File: config.mk
export PLATFORM = sky130hd
export DESIGN_NAME = indexed_array_insert_delete_top
export DESIGN_NICKNAME = d
export VERILOG_FILES = /design/src/hw/rtl/iaid_pkg.sv /design/src/hw/rtl/iaid_mem.sv /design/src/hw/rtl/iaid_seq.sv /design/src/hw/rtl/indexed_array_insert_delete_top.sv
export VERILOG_INCLUDE_DIRS = /design/src /design/src/hw/rtl
export SDC_FILE = /design/constraint.sdc
export NUM_CORES = 2
export LEC_CHECK = 0
export ABC_AREA = 1
export BUFFER_PORTS_ARGS = -buffer_cell sky130_fd_sc_hd__clkbuf_2
export CAP_MARGIN = 10
export CELL_PAD_IN_SITES_DETAIL_PLACEMENT = 0
export CELL_PAD_IN_SITES_GLOBAL_PLACEMENT = 1
export CORE_ASPECT_RATIO = 0.7
export CORE_UTILIZATION = 29
export CTS_CLUSTER_DIAMETER = 100
export CTS_CLUSTER_SIZE = 40
export DETAILED_ROUTE_END_ITERATION = 12
export GPL_ROUTABILITY_DRIVEN = 0
export HOLD_SLACK_MARGIN = 0.12
export MAX_ROUTING_LAYER = met4
export PLACE_DENSITY = 0.5
export SYNTH_ARGS = -nofsm -noshare
export SYNTH_HDL_FRONTEND = slang
export SYNTH_SLANG_ARGS = --single-unit
export TNS_END_PERCENT = 20
File: constraint.sdc
create_clock -name clock -period 5.3 [get_ports clock]
set_clock_uncertainty 0.1 [all_clocks]
set_input_delay 0.53 -clock clock [delete_from_list [all_inputs] [get_ports clock]]
set_output_delay 0.53 -clock clock [all_outputs]
set_load 0.05 [all_outputs]
File: src/hw/rtl/assert_macros.svh
// -----------------------------------------------------------------------------
// assertion macros
// concurrent assertion helpers included by iaid_seq
// -----------------------------------------------------------------------------
`ifndef ASSERT_MACROS_SVH
`define ASSERT_MACROS_SVH

// boolean that must hold at every clock edge outside reset
`define ASSERT_ALWAYS(label, clk, rst, expr) \
   label: assert property (@(posedge clk) disable iff (rst) (expr)) \
      else $error("assertion failed");

// same-cycle implication
`define ASSERT_IMPLY(label, clk, rst, ante, cons) \
   label: assert property (@(posedge clk) disable iff (rst) (ante) |-> (cons)) \
      else $error("assertion failed");

// next-cycle implication
`define ASSERT_NEXT(label, clk, rst, ante, cons) \
   label: assert property (@(posedge clk) disable iff (rst) (ante) |=> (cons)) \
      else $error("assertion failed");

`endif

File: src/hw/rtl/iaid_pkg.sv
// -----------------------------------------------------------------------------
// iaid_pkg
// shared types and constants of the indexed list store
// -----------------------------------------------------------------------------
package iaid_pkg;

   localparam int CAPACITY_DEF   = 64;
   localparam int DATA_WIDTH_DEF = 32;

   localparam int CMD_W    = 2;
   localparam int POS_W    = 7;
   localparam int VALUE_W  = 32;
   localparam int STATUS_W = 2;
   localparam int COUNT_W  = 7;

   typedef enum logic [CMD_W-1:0] {
      CMD_INSERT = 2'd0,
      CMD_REMOVE = 2'd1,
      CMD_CLEAR  = 2'd2,
      CMD_READ   = 2'd3
   } cmd_type;

   localparam logic [STATUS_W-1:0] ST_DONE   = 2'd0;
   localparam logic [STATUS_W-1:0] ST_FULL   = 2'd1;
   localparam logic [STATUS_W-1:0] ST_BADPOS = 2'd2;

   // memory port control
   typedef struct packed {
      logic wr_en;
      logic rd_en;
   } mem_ctl_type;

   // one finished result
   typedef struct packed {
      logic [STATUS_W-1:0] status;
      logic [VALUE_W-1:0]  read_value;
      logic [COUNT_W-1:0]  entry_count;
   } result_type;

endpackage

File: src/hw/rtl/iaid_mem.sv
// -----------------------------------------------------------------------------
// iaid_mem
// entry storage, one write and one registered read per cycle
// -----------------------------------------------------------------------------
module iaid_mem #(
   parameter int CAPACITY   = iaid_pkg::CAPACITY_DEF,
   parameter int DATA_WIDTH = iaid_pkg::DATA_WIDTH_DEF,
   localparam int AW        = $clog2(CAPACITY)
) (
   input  logic                  clock,
   input  iaid_pkg::mem_ctl_type mem_ctl,
   input  logic [AW-1:0]         wr_addr,
   input  logic [DATA_WIDTH-1:0] wr_data,
   input  logic [AW-1:0]         rd_addr,
   output logic [DATA_WIDTH-1:0] rd_data
);

   logic [DATA_WIDTH-1:0] mem_ff [CAPACITY];
   logic [DATA_WIDTH-1:0] rd_data_ff;

   always_ff @(posedge clock) begin
      if (mem_ctl.wr_en) begin
         mem_ff[wr_addr] <= wr_data;
      end
   end

   always_ff @(posedge clock) begin
      if (mem_ctl.rd_en) begin
         rd_data_ff <= mem_ff[rd_addr];
      end
   end

   assign rd_data = rd_data_ff;

endmodule

File: src/hw/rtl/iaid_seq.sv
// -----------------------------------------------------------------------------
// iaid_seq
// command sequencer with a shared cursor step unit for entry moves
// -----------------------------------------------------------------------------
`include "assert_macros.svh"

module iaid_seq #(
   parameter int CAPACITY   = iaid_pkg::CAPACITY_DEF,
   parameter int DATA_WIDTH = iaid_pkg::DATA_WIDTH_DEF,
   localparam int AW        = $clog2(CAPACITY)
) (
   input  logic                          clock,
   input  logic                          reset,
   input  logic                          req_valid,
   output logic                          req_ready,
   input  logic [iaid_pkg::CMD_W-1:0]    req_command,
   input  logic [iaid_pkg::POS_W-1:0]    req_position,
   input  logic [iaid_pkg::VALUE_W-1:0]  req_value_in,
   output iaid_pkg::mem_ctl_type         mem_ctl,
   output logic [AW-1:0]                 wr_addr,
   output logic [DATA_WIDTH-1:0]         wr_data,
   output logic [AW-1:0]                 rd_addr,
   input  logic [DATA_WIDTH-1:0]         rd_data,
   output logic                          res_valid,
   input  logic                          res_ready,
   output iaid_pkg::result_type          res
);

   localparam int CNT_W = $clog2(CAPACITY + 1);
   localparam int CMP_W = (CNT_W > iaid_pkg::POS_W) ? CNT_W : iaid_pkg::POS_W;

   typedef enum logic [6:0] {
      S_IDLE  = 7'b0000001,
      S_RD    = 7'b0000010,
      S_WR    = 7'b0000100,
      S_PUT   = 7'b0001000,
      S_FETCH = 7'b0010000,
      S_LATCH = 7'b0100000,
      S_DONE  = 7'b1000000
   } state_type;

   state_type                        state_ff, state_in;
   logic [CNT_W-1:0]                 count_ff, count_in;
   logic [AW-1:0]                    cur_ff, cur_in;
   logic [AW-1:0]                    limit_ff, limit_in;
   logic                             down_ff, down_in;
   logic [DATA_WIDTH-1:0]            value_ff, value_in;
   logic [iaid_pkg::STATUS_W-1:0]    status_ff, status_in;
   logic [iaid_pkg::VALUE_W-1:0]     rdval_ff, rdval_in;

   logic [CMP_W-1:0] pos_x, cnt_x, slot_x;
   logic [AW-1:0]    cur_next;
   logic             accept;

   assign pos_x  = CMP_W'(req_position);
   assign cnt_x  = CMP_W'(count_ff);
   assign slot_x = (pos_x > cnt_x) ? cnt_x : pos_x;
   assign accept = req_valid && req_ready;

   // shared step unit: next cursor is both the move read address and the cursor update
   assign cur_next = down_ff ? (cur_ff - AW'(1)) : (cur_ff + AW'(1));

   assign req_ready = (state_ff == S_IDLE);

   always_comb begin
      mem_ctl.wr_en = (state_ff == S_WR) || (state_ff == S_PUT);
      mem_ctl.rd_en = (state_ff == S_RD) || (state_ff == S_FETCH);
   end
   assign wr_addr = cur_ff;
   assign wr_data = (state_ff == S_PUT) ? value_ff : rd_data;
   assign rd_addr = (state_ff == S_FETCH) ? cur_ff : cur_next;

   assign res_valid       = (state_ff == S_DONE);
   assign res.status      = status_ff;
   assign res.read_value  = rdval_ff;
   assign res.entry_count = iaid_pkg::COUNT_W'(count_ff);

   always_comb begin
      state_in  = state_ff;
      count_in  = count_ff;
      cur_in    = cur_ff;
      limit_in  = limit_ff;
      down_in   = down_ff;
      value_in  = value_ff;
      status_in = status_ff;
      rdval_in  = rdval_ff;
      unique case (state_ff)
         S_IDLE: begin
            if (accept) begin
               status_in = iaid_pkg::ST_DONE;
               rdval_in  = '0;
               value_in  = DATA_WIDTH'($unsigned(req_value_in));
               unique case (iaid_pkg::cmd_type'(req_command))
                  iaid_pkg::CMD_INSERT: begin
                     if (count_ff == CNT_W'(CAPACITY)) begin
                        status_in = iaid_pkg::ST_FULL;
                        state_in  = S_DONE;
                     end else begin
                        count_in = count_ff + CNT_W'(1);
                        cur_in   = AW'(cnt_x);
                        limit_in = AW'(slot_x);
                        down_in  = 1'b1;
                        state_in = (cnt_x != slot_x) ? S_RD : S_PUT;
                     end
                  end
                  iaid_pkg::CMD_REMOVE: begin
                     if (pos_x == '0 || pos_x > cnt_x) begin
                        status_in = iaid_pkg::ST_BADPOS;
                        state_in  = S_DONE;
                     end else begin
                        count_in = count_ff - CNT_W'(1);
                        cur_in   = AW'(pos_x - CMP_W'(1));
                        limit_in = AW'(cnt_x - CMP_W'(1));
                        down_in  = 1'b0;
                        state_in = (pos_x != cnt_x) ? S_RD : S_DONE;
                     end
                  end
                  iaid_pkg::CMD_CLEAR: begin
                     count_in = '0;
                     state_in = S_DONE;
                  end
                  iaid_pkg::CMD_READ: begin
                     if (pos_x >= cnt_x) begin
                        status_in = iaid_pkg::ST_BADPOS;
                        state_in  = S_DONE;
                     end else begin
                        cur_in   = AW'(pos_x);
                        state_in = S_FETCH;
                     end
                  end
                  default: state_in = S_DONE;
               endcase
            end
         end
         S_RD: state_in = S_WR;
         S_WR: begin
            cur_in = cur_next;
            if (cur_next != limit_ff) begin
               state_in = S_RD;
            end else begin
               state_in = down_ff ? S_PUT : S_DONE;
            end
         end
         S_PUT:   state_in = S_DONE;
         S_FETCH: state_in = S_LATCH;
         S_LATCH: begin
            rdval_in = iaid_pkg::VALUE_W'(rd_data);
            state_in = S_DONE;
         end
         S_DONE: begin
            if (res_ready) begin
               state_in = S_IDLE;
            end
         end
         default: state_in = S_IDLE;
      endcase
   end

   always_ff @(posedge clock) begin
      if (reset) begin
         state_ff <= S_IDLE;
         count_ff <= '0;
      end else begin
         state_ff <= state_in;
         count_ff <= count_in;
      end
   end

   always_ff @(posedge clock) begin
      cur_ff    <= cur_in;
      limit_ff  <= limit_in;
      down_ff   <= down_in;
      value_ff  <= value_in;
      status_ff <= status_in;
      rdval_ff  <= rdval_in;
   end

   `ASSERT_ALWAYS(a_count_cap, clock, reset, count_ff <= CNT_W'(CAPACITY))
   `ASSERT_IMPLY(a_ins_cursor, clock, reset, state_ff == S_RD && down_ff, cur_ff > limit_ff)
   `ASSERT_IMPLY(a_rem_cursor, clock, reset, state_ff == S_RD && !down_ff, cur_ff < limit_ff)
   `ASSERT_NEXT(a_res_hold, clock, reset, res_valid && !res_ready, res_valid && $stable(res))

endmodule

File: src/hw/rtl/indexed_array_insert_delete_top.sv
// -----------------------------------------------------------------------------
// indexed_array_insert_delete_top
// fixed capacity ordered list store with insert, remove, clear and read
// -----------------------------------------------------------------------------
//  channel | ports                                        | direction
//  --------+----------------------------------------------+----------
//  req     | req_valid/ready, command, position, value_in | in
//  rsp     | rsp_valid/ready, status, read_value, count   | out
//
//  an entry move reads an entry and then writes it one slot over; insert
//  moves the entries from the slot on up by one and then writes the value,
//  remove moves those after the slot down by one, and read fetches one entry
//  one request in flight; a finished result waits in the rsp register while
//  the next request is taken
//  synchronous active high reset clears the count and the control; the
//  entry memory has no reset and is never read above the count
// -----------------------------------------------------------------------------
module indexed_array_insert_delete_top #(
   parameter int CAPACITY   = iaid_pkg::CAPACITY_DEF,
   parameter int DATA_WIDTH = iaid_pkg::DATA_WIDTH_DEF
) (
   input  logic                                clock,
   input  logic                                reset,
   // request channel
   input  logic                                req_valid,
   output logic                                req_ready,
   input  logic [iaid_pkg::CMD_W-1:0]          req_command,
   input  logic [iaid_pkg::POS_W-1:0]          req_position,
   input  logic signed [iaid_pkg::VALUE_W-1:0] req_value_in,
   // response channel
   output logic                                rsp_valid,
   input  logic                                rsp_ready,
   output logic [iaid_pkg::STATUS_W-1:0]       rsp_status,
   output logic signed [iaid_pkg::VALUE_W-1:0] rsp_read_value,
   output logic [iaid_pkg::COUNT_W-1:0]        rsp_entry_count
);

   localparam int AW = $clog2(CAPACITY);

   iaid_pkg::mem_ctl_type  mem_ctl;
   logic [AW-1:0]          wr_addr;
   logic [DATA_WIDTH-1:0]  wr_data;
   logic [AW-1:0]          rd_addr;
   logic [DATA_WIDTH-1:0]  rd_data;
   logic                   res_valid;
   logic                   res_ready;
   iaid_pkg::result_type   res;

   // output register
   logic                   rsp_valid_ff, rsp_valid_in;
   iaid_pkg::result_type   rsp_ff, rsp_in;

   // sequencer: decodes the request and walks the cursor over the entries
   iaid_seq #(
      .CAPACITY   (CAPACITY),
      .DATA_WIDTH (DATA_WIDTH)
   ) u_seq (
      .clock        (clock),
      .reset        (reset),
      .req_valid    (req_valid),
      .req_ready    (req_ready),
      .req_command  (req_command),
      .req_position (req_position),
      .req_value_in (req_value_in),
      .mem_ctl      (mem_ctl),
      .wr_addr      (wr_addr),
      .wr_data      (wr_data),
      .rd_addr      (rd_addr),
      .rd_data      (rd_data),
      .res_valid    (res_valid),
      .res_ready    (res_ready),
      .res          (res)
   );

   // entry memory
   iaid_mem #(
      .CAPACITY   (CAPACITY),
      .DATA_WIDTH (DATA_WIDTH)
   ) u_mem (
      .clock   (clock),
      .mem_ctl (mem_ctl),
      .wr_addr (wr_addr),
      .wr_data (wr_data),
      .rd_addr (rd_addr),
      .rd_data (rd_data)
   );

   // result moves in when the register is empty or being drained
   assign res_ready = !rsp_valid_ff || rsp_ready;

   always_comb begin
      rsp_valid_in = rsp_valid_ff;
      rsp_in       = rsp_ff;
      if (res_valid && res_ready) begin
         rsp_valid_in = 1'b1;
         rsp_in       = res;
      end else if (rsp_ready) begin
         rsp_valid_in = 1'b0;
      end
   end

   always_ff @(posedge clock) begin
      if (reset) begin
         rsp_valid_ff <= 1'b0;
      end else begin
         rsp_valid_ff <= rsp_valid_in;
      end
   end

   // payload needs no reset
   always_ff @(posedge clock) begin
      rsp_ff <= rsp_in;
   end

   assign rsp_valid       = rsp_valid_ff;
   assign rsp_status      = rsp_ff.status;
   assign rsp_read_value  = rsp_ff.read_value;
   assign rsp_entry_count = rsp_ff.entry_count;

endmodule
==> metrics.md <==
| Metric | Value |
|---|---|
| Outcome | `complete, no violations` |
| CP endpoint kind | `register` |
| PortBufs | `just under 90` |
| Startpoint Class | `register` |
| # H-tree levels | `3` |
| CP arrival | `roughly 5600 ps` |
| Design area | `104000 um^2` |
| GRT Total Usage | `21.4%` |
| Max-cap violation count | `0` |
| CTS max path bufs | `3` |
| Final nets | `between 8000 and 9000` |
| Final setup fails | `0` |
| CP max FO | `slightly above 70` |
| Vias in the first global route | `between 50000 and 60000` |
| Antenna Nets Post-Route | `0` |
| Initial antenna violation count | `31` |
| I/O pins | `between 80 and 90` |
| Core area | `between 300000 and 400000 um^2` |
| DP Wirelength | `approximately 210000 um` |
| Reg-to-reg slack, setup | `around 140 ps` |
| Initial core utilization | `roughly 29%` |
| Row cnt | `174` |
| Layout area overhead | `10.5%` |
| Routed len/inst | `26.6 um` |
| Synth Warn # | `0` |
| Post-synthesis cell type count | `a little over 40` |
| Die area | `327000 um^2` |
| CTS buffer count | `approximately 70` |
| Top cell type's share of synthesized area | `between 70 and 80%` |
| Global-route wire length before repair | `around 480000 um` |
| Via count | `approximately 63000` |
| Number of detailed-routing iterations run before antenna repair | `5` |
| Slew @ Worst Pin | `between 1000 and 1500 ps` |
| Peak Freq | `~0.19 GHz` |
| Post-route insts no fill | `around 13000` |
| Number of synthesized flops with an enable pin | `2200` |
| Worst Setup EP | `u_mem.rd_data[2]` |
| Final Hold Viols | `0` |
| Leakage | `around 41 nW` |
| Primary FF master, synth | `edfxtp_1` |
| DRC | `0` |
| Placed instance count | `13000` |
| Worst r2r dst | `u_mem.rd_data[2]` |
| Critical setup path kind | `reg -> reg` |
| Fin Setup TNS | `0 ps` |
| Yosys top cell by area | `edfxtp_1` |
| Clk_lat worst skew | `about 770 ps` |
| CTS tree | `built` |
| Post-Synthesis Cells | `roughly 8700` |
| Post-DP Area | `102000 um^2` |
| CTS Root Cell | `clkbuf_16` |
| CTS clock-pin slew for the worst setup and hold paths | `150 ps` |
| Routed vias/inst | `4.82` |
| Routed WL | `between 300000 and 400000 um` |
| Worst min path class | `in -> reg` |
| Worst setup path startpoint | `u_seq.wr_addr[0]` |
| RSZ-0062 raised after global routing | `false` |
| Die W | `683 um` |
| Crit share post-route | `between 90 and 100%` |
| Syn Nets | `between 8000 and 9000` |
| Pwr Density | `331 nW/um^2` |
| Average size of a mapped cell | `about 11 um^2` |
| RR Startpoint | `u_seq.wr_addr[0]` |
| Synth top area cells | `edfxtp_1, nand2_1, nand3_1` |
| Worst vdd ir | `0.247 mV` |
| DR iter-0 viols | `~7600` |
| Cell area after synthesis | `between 90000 and 100000 um^2` |
| Layout cells sized above 1 | `a little under 7%` |
| Ys async rst share | `0%` |
| TritonCTS Sinks | `2215` |
| Final min period | `just over 5000 ps` |
| Slew margin rel. | `10.5%` |
| Grt total ovfl | `0` |
| Die Span Y | `479 um` |
| Largest net degree at the start of global routing | `86` |
| R2R cell count | `10` |
| Critical path data required time | `approximately 5700 ps` |
| Flop and latch count out of synthesis | `between 2000 and 2500` |
| Slew Viols, Final | `0` |
| Sequential fraction of the synthesis area | `70.4%` |
-- how the worst min path moves through the flow --
stage	start	endpoint	slack [ps]	cells after the start
after global placement	u_seq.rdval_ff[11]	rsp_read_value[11]	300	0
after CTS	req_command[0]	u_seq.status_ff[1]	180	4
after floorplan	u_seq.rdval_ff[0]	rsp_read_value[0]	300	0
after detailed placement	u_seq.rdval_ff[17]	rsp_read_value[17]	300	0
final	req_command[0]	u_seq.status_ff[1]	240	4
after global routing	req_command[0]	u_seq.status_ff[1]	240	4
-- where the power goes --
part / switching (W) / leakage [nW] / internal [W]
clock network: 0.00550 / 0.986 / 0.00261
registers: 0.000105 / 19.9 / 0.0193
logic: 0.00532 / 19.8 / 0.00166
-- repair_timing --
| item | 4_1_cts | 5_1_grt |
|---|---|---|
| endpoints found under the hold margin | 44 | 0 |
| hold buffers | 37 | 0 |
| gates resized for setup | 0 | 0 |
| buffers inserted | 0 | 0 |
-- area by class of cell --
cell class | instances | area (um^2)
fill | 32600 | 218000
sequential | 2215 | 66400
multi-input combinational | 4805 | 21900
tap | 4312 | 5400
inverter | 1252 | 4720
timing repair buffer | 414 | 3710
clock buffer | 75 | 1770
clock inverter | 19 | 264
antenna | 7 | 17.5
-- synthesized netlist by cell type, types with 8 or more instances --
master / instances
buf_4: 18
nor3_1: 12
inv_1: 1246
o21ai_0: 69
nor2_1: 133
nand3_1: 1510
ha_1: 21
edfxtp_1: 2200
clkbuf_1: 90
o211ai_1: 128
nand2_1: 2854
buf_1: 47
buf_2: 298
dfxtp_1: 15
a21oi_1: 23
buf_6: 8
-- critical path, stage by stage, from the launching register on --
cell and delay [ps]:
edfxtp_1 600, fa_1 630, o21ai_4 670, inv_8 440, buf_4 400, o211ai_1 110, nand3_1 120, nand3_1 100
nand3_1 790, nand3_1 640, nand2_1 120
-- cells by family after synthesis --
kind of cell             Yosys count  synth area share (%)
buffers and inverters           1713                  7.35
AND/OR/NAND/NOR                 4538                  20.2
adder cells (fa/ha/maj)           22                 0.300
AO/OA/AOI/OAI                    238                  1.64
flip-flops                      2215                  70.4
XOR/XNOR                           7                0.0650
-- stage by stage --
step	total power [W]	utilization [%]	hold WS [ps]	setup slack (ps)
global route	0.0357	32.3	236	72.8
floorplan	0.0233	-	300	886
CTS	0.0348	32.3	179	246
detailed placement	0.0268	31.6	305	277
global placement	0.0268	31.6	302	271
finish	0.0345	32.3	240	137
-- routing by layer --
metal	GRT usage [%]	routed length, um	part of all wire [%]	vias to the layer above
li1	-	-	-	28800
met1	33.6	176000	51	32000
met2	29.7	142000	41	2233
met3	3.22	26400	7.6	167
met4	2.17	3270	0.94	0
met5	-	0	0	-
-- layout by cell type, fill, tap and decap left out, types with 15 or more instances in the layout --
master,instances
nand2_1,2853
edfxtp_1,2200
nand3_1,1509
inv_1,1243
buf_4,232
o211ai_1,128
clkbuf_2,87
clkbuf_16,70
nor2_1,68
nor2_4,65
buf_12,58
o21ai_4,37
dlygate4sd3_1,37
o21ai_0,35
a21oi_1,23
ha_1,21
dfxtp_1,15
-- registers in the layout, indices dropped and copies added, names as in the netlist --
name	count
u_seq.state_ff	7
u_seq.limit_ff	6
u_seq.down_ff	1
u_mem.rd_data	32
u_seq.wr_addr	6
u_seq.rdval_ff	32
u_mem.mem_ff	2048
rsp_entry_count	7
u_seq.status_ff	2
rsp_valid	1
u_seq.value_ff	32
rsp_read_value	32
rsp_status	2
u_seq.cnt_x	7
Note: power is estimated with default switching activity, not from simulation.
